File: config.mk
export PLATFORM = sky130hd
export DESIGN_NAME = cfr_out_queue
export DESIGN_NICKNAME = d
export VERILOG_FILES = /design/src/cfr_out_queue.sv
export SDC_FILE = /design/constraint.sdc
export NUM_CORES = 1
export LEC_CHECK = 0
export BUFFER_PORTS_ARGS = -buffer_cell sky130_fd_sc_hd__buf_2
export CORE_MARGIN = 8
export CORE_UTILIZATION = 35
export CTS_CLUSTER_SIZE = 24
export DETAILED_ROUTE_END_ITERATION = 10
export GPL_TIMING_DRIVEN = 1
export MAX_ROUTING_LAYER = met4
export PLACE_DENSITY = 0.65
export SYNTH_ARGS = -nofsm -noshare
export SYNTH_HDL_FRONTEND = slang
export SYNTH_SLANG_ARGS = --single-unit
File: constraint.sdc
create_clock -name clk -period 2.2 [get_ports clk]
set_input_delay 0.44 -clock clk [delete_from_list [all_inputs] [get_ports clk]]
set_output_delay 0.44 -clock clk [all_outputs]
set_load 0.1 [all_outputs]
File: src/cfr_out_queue.sv
// ----------------------------------------------------------------------------
// cfr_out_queue: result queue
// Small first-in first-out store of finished result entries between the
// processing stage and the output channel.
// ----------------------------------------------------------------------------
module cfr_out_queue #(
	parameter int W     = 8,
	parameter int DEPTH = 4
) (
	input  logic                       clk,
	input  logic                       arst_n,
	input  logic                       push,
	input  logic [W-1:0]               push_data,
	input  logic                       pop,
	output logic [W-1:0]               head_data,
	output logic                       not_empty,
	output logic [$clog2(DEPTH+1)-1:0] count
);
	localparam int PW = $clog2(DEPTH);
	localparam int CW = $clog2(DEPTH+1);

	logic [W-1:0]  mem_q [DEPTH];
	logic [PW-1:0] wr_q, rd_q;
	logic [CW-1:0] cnt_q;

	// entry storage
	always_ff @(posedge clk) begin
		if (push) begin
			mem_q[wr_q] <= push_data;
		end
	end

	// pointers and fill count
	always_ff @(posedge clk or negedge arst_n) begin
		if (!arst_n) begin
			wr_q  <= '0;
			rd_q  <= '0;
			cnt_q <= '0;
		end else begin
			if (push) begin
				wr_q <= (wr_q == PW'(DEPTH-1)) ? '0 : wr_q + 1'b1;
			end
			if (pop) begin
				rd_q <= (rd_q == PW'(DEPTH-1)) ? '0 : rd_q + 1'b1;
			end
			cnt_q <= cnt_q + CW'(push) - CW'(pop);
		end
	end

	assign head_data = mem_q[rd_q];
	assign not_empty = (cnt_q != '0);
	assign count     = cnt_q;

endmodule

==> metrics.cfg <==
[outcome]
outcome=finished clean

[drt]
drc=0
wl_per_cell_um=15.4
vias=750
drt_iter0_drc=32
ant_nets=0
first_pass_iters=4
vias_per_cell=4.66
wirelength_um=2480

[synthesis]
yosysTopAreaCell=edfxtp_1
synth_edf_count=32
async_flop_share_pct=17.9
netlist.area_leader.share_pct=61.6
yosysSeqAreaShare_pct=72.8
synthesis.nets=97
synth_cell_types=16
synthCells=77
synth_most_common_cell=edfxtp_1
synthTopCellsByArea=edfxtp_1 (62%), mux4_2 (12%), dfrtp_1 (11%)
ys_seq_elements=39
ys.warnings.count=0
synth_area_um2=1560
yosys-top-cells-count=edfxtp_1 (32), mux4_2 (8), dfrtp_1 (7), ha_1 (7), inv_1 (6)
syn_area_per_cell_um2=20.3
ys.flop_type=edfxtp_1

[clock_network]
tritoncts=yes
postCtsSetupBuffers=0
htree_levels=2
cts_buffers=5
clkSinkCount=39
cts-root-buf=clkbuf_8
cts_buffer_depth=2
clk_latency_ns=0.29
clkTransAtPathRegs_ns=0.08

[floorplan]
row_count=24
start_util_pct=36.1
pin_count=24
die_w_um=82.8
core_area_um2=4320
die-area_um2=6850
die_h_um=82.8

[sta]
hold_viol_final=0
final.setup.tns_ns=0
finalSetupViolCount=0
worst_slew_pin_slew_ns=0.497
rsz0062_at_grt=false
finalCriticalPeriod_ns=2.09
maxSlewViolCount=0
hold_ws_ns=0.358
max_clock_freq_mhz=478
period_share_pct=95.0
slew-limit-headroom_pct=67.1
skew_ns=0.00646

[finish]
fillCellCount=402
antennaDiodeCount=0
finalInstanceArea_um2=1870
syn_to_final_growth_pct=19.7
regArea_um2=1140
fin_nets=128
multi_input_area_um2=387
fin_util_pct=43.2
drive_above_1_share_pct=41.3

[setup_path]
start_kind=flip-flop
rrSetupSlack_ns=0.51
worstPathMaxFanout=10
reg2reg_to=count[2]$_DFF_PN0_
worstPathArrival_ns=1.65
crit_path_end_kind=output port
worst_r2r_path_depth=8
r2r_start=count[0]$_DFF_PN0_
crit_type=flip-flop to output port
cp_data_required_time_ns=1.76

[min_path]
hp-start=push_data[0]
worstHoldPathType=input port to flip-flop
min_to=mem_q[3][0]$_DFFE_PP_
holdPathStages=1

[place]
placed_cell_area_um2=1740
gp_congestion=0.669
dp_hpwl_um=1830
port_buffers=23

[global_routing]
grt_pass1_wl_um=3860
grt_max_degree=15
grt_pass1_vias=789
globalRouteTotalUtil_pct=8.22
gr-total-overflow=0
antenna_found_initial=0

[job]
cap_violations=0

## worst max path at each step
stage / from / to / slack, ns / depth (start not counted)
after floorplan: count[1]$_DFF_PN0_ / not_empty / 0.12 / 1
final: rd_q[1]$_DFFE_PN0P_ / head_data[7] / 0.11 / 2
after global routing: rd_q[1]$_DFFE_PN0P_ / head_data[7] / 0.05 / 2
after CTS: rd_q[1]$_DFFE_PN0P_ / head_data[7] / 0.06 / 2
after detailed placement: pop / count[2]$_DFF_PN0_ / 0.35 / 8
after global placement: pop / count[2]$_DFF_PN0_ / 0.38 / 8
## timing repair
action | 4_1_cts | 5_1_grt
hold buffers | 1 | 0
hold endpoints to repair | 7 | 0
resized for setup | 0 | 0
## registers in the layout (all words and copies together) (netlist names)
| register | flops |
|---|---|
| wr_q | 2 |
| mem_q | 32 |
| rd_q | 2 |
| count | 3 |
## per-layer routing
layer  global-route usage (%)  wire length (um)  vias up  part of all wire [%]
met5                        -                 0        -                     0
li1                         -                 -      358                     -
met1                     8.91              1060      366                    43
met4                     3.62                48        0                   1.9
met2                     12.5              1220       20                    49
met3                     4.00               146        6                   5.9
## critical path: stages (launching register included)
cell	delay, ns
dfrtp_1	0.63
mux4_2	0.30
buf_2	0.43
## cell families after synthesis
group	synth area share, %
DFF	72.8
muxes	13.0
and+or+nand+nor	3.05
AOI/OAI and AO/OA	0.642
buffers and inverters	2.49
adders and majority gates	6.90
xor gates and xnor gates	1.12
## placed cells by master, fill, tap and decap left out
master         Yosys  final
or3_2              0      1
clkinv_4           0      1
nor2_1             1      1
dfrtp_2            0      1
fa_1               1      1
o21ai_0            2      2
mux2_2             2      2
clkbuf_8           0      5
ha_1               7      7
dfrtp_1            7      6
edfxtp_1          32     32
mux4_2             8      8
dlygate4sd3_1      0      1
nand2_1            1      1
buf_4              0      2
bufinv_16          0      1
or3b_1             1      1
inv_1              6      6
xnor2_1            2      2
and2_1             4      4
inv_6              0      1
buf_2              1     23
## stage by stage
stage,std cells,setup slack [ns]
after floorplan,77,0.118
after global placement,152,0.381
after detailed placement,152,0.350
after CTS,161,0.0590
after global routing,161,0.0528
final,161,0.110
## area by class of cell
| cell class | count | share of cell area [%] |
|---|---|---|
| Clock inverter | 3 | 2.55 |
| Inverter | 6 | 1.21 |
| Clock buffer | 5 | 3.68 |
| Timing Repair Buffer | 26 | 7.50 |
| Sequential cell | 39 | 60.9 |
| Tap cell | 52 | 3.48 |
| Multi-Input combinational cell | 30 | 20.7 |
Power is left out: the tool's default activity adds up to more than one toggle a clock period on the data nets, which glitch-free logic cannot reach.
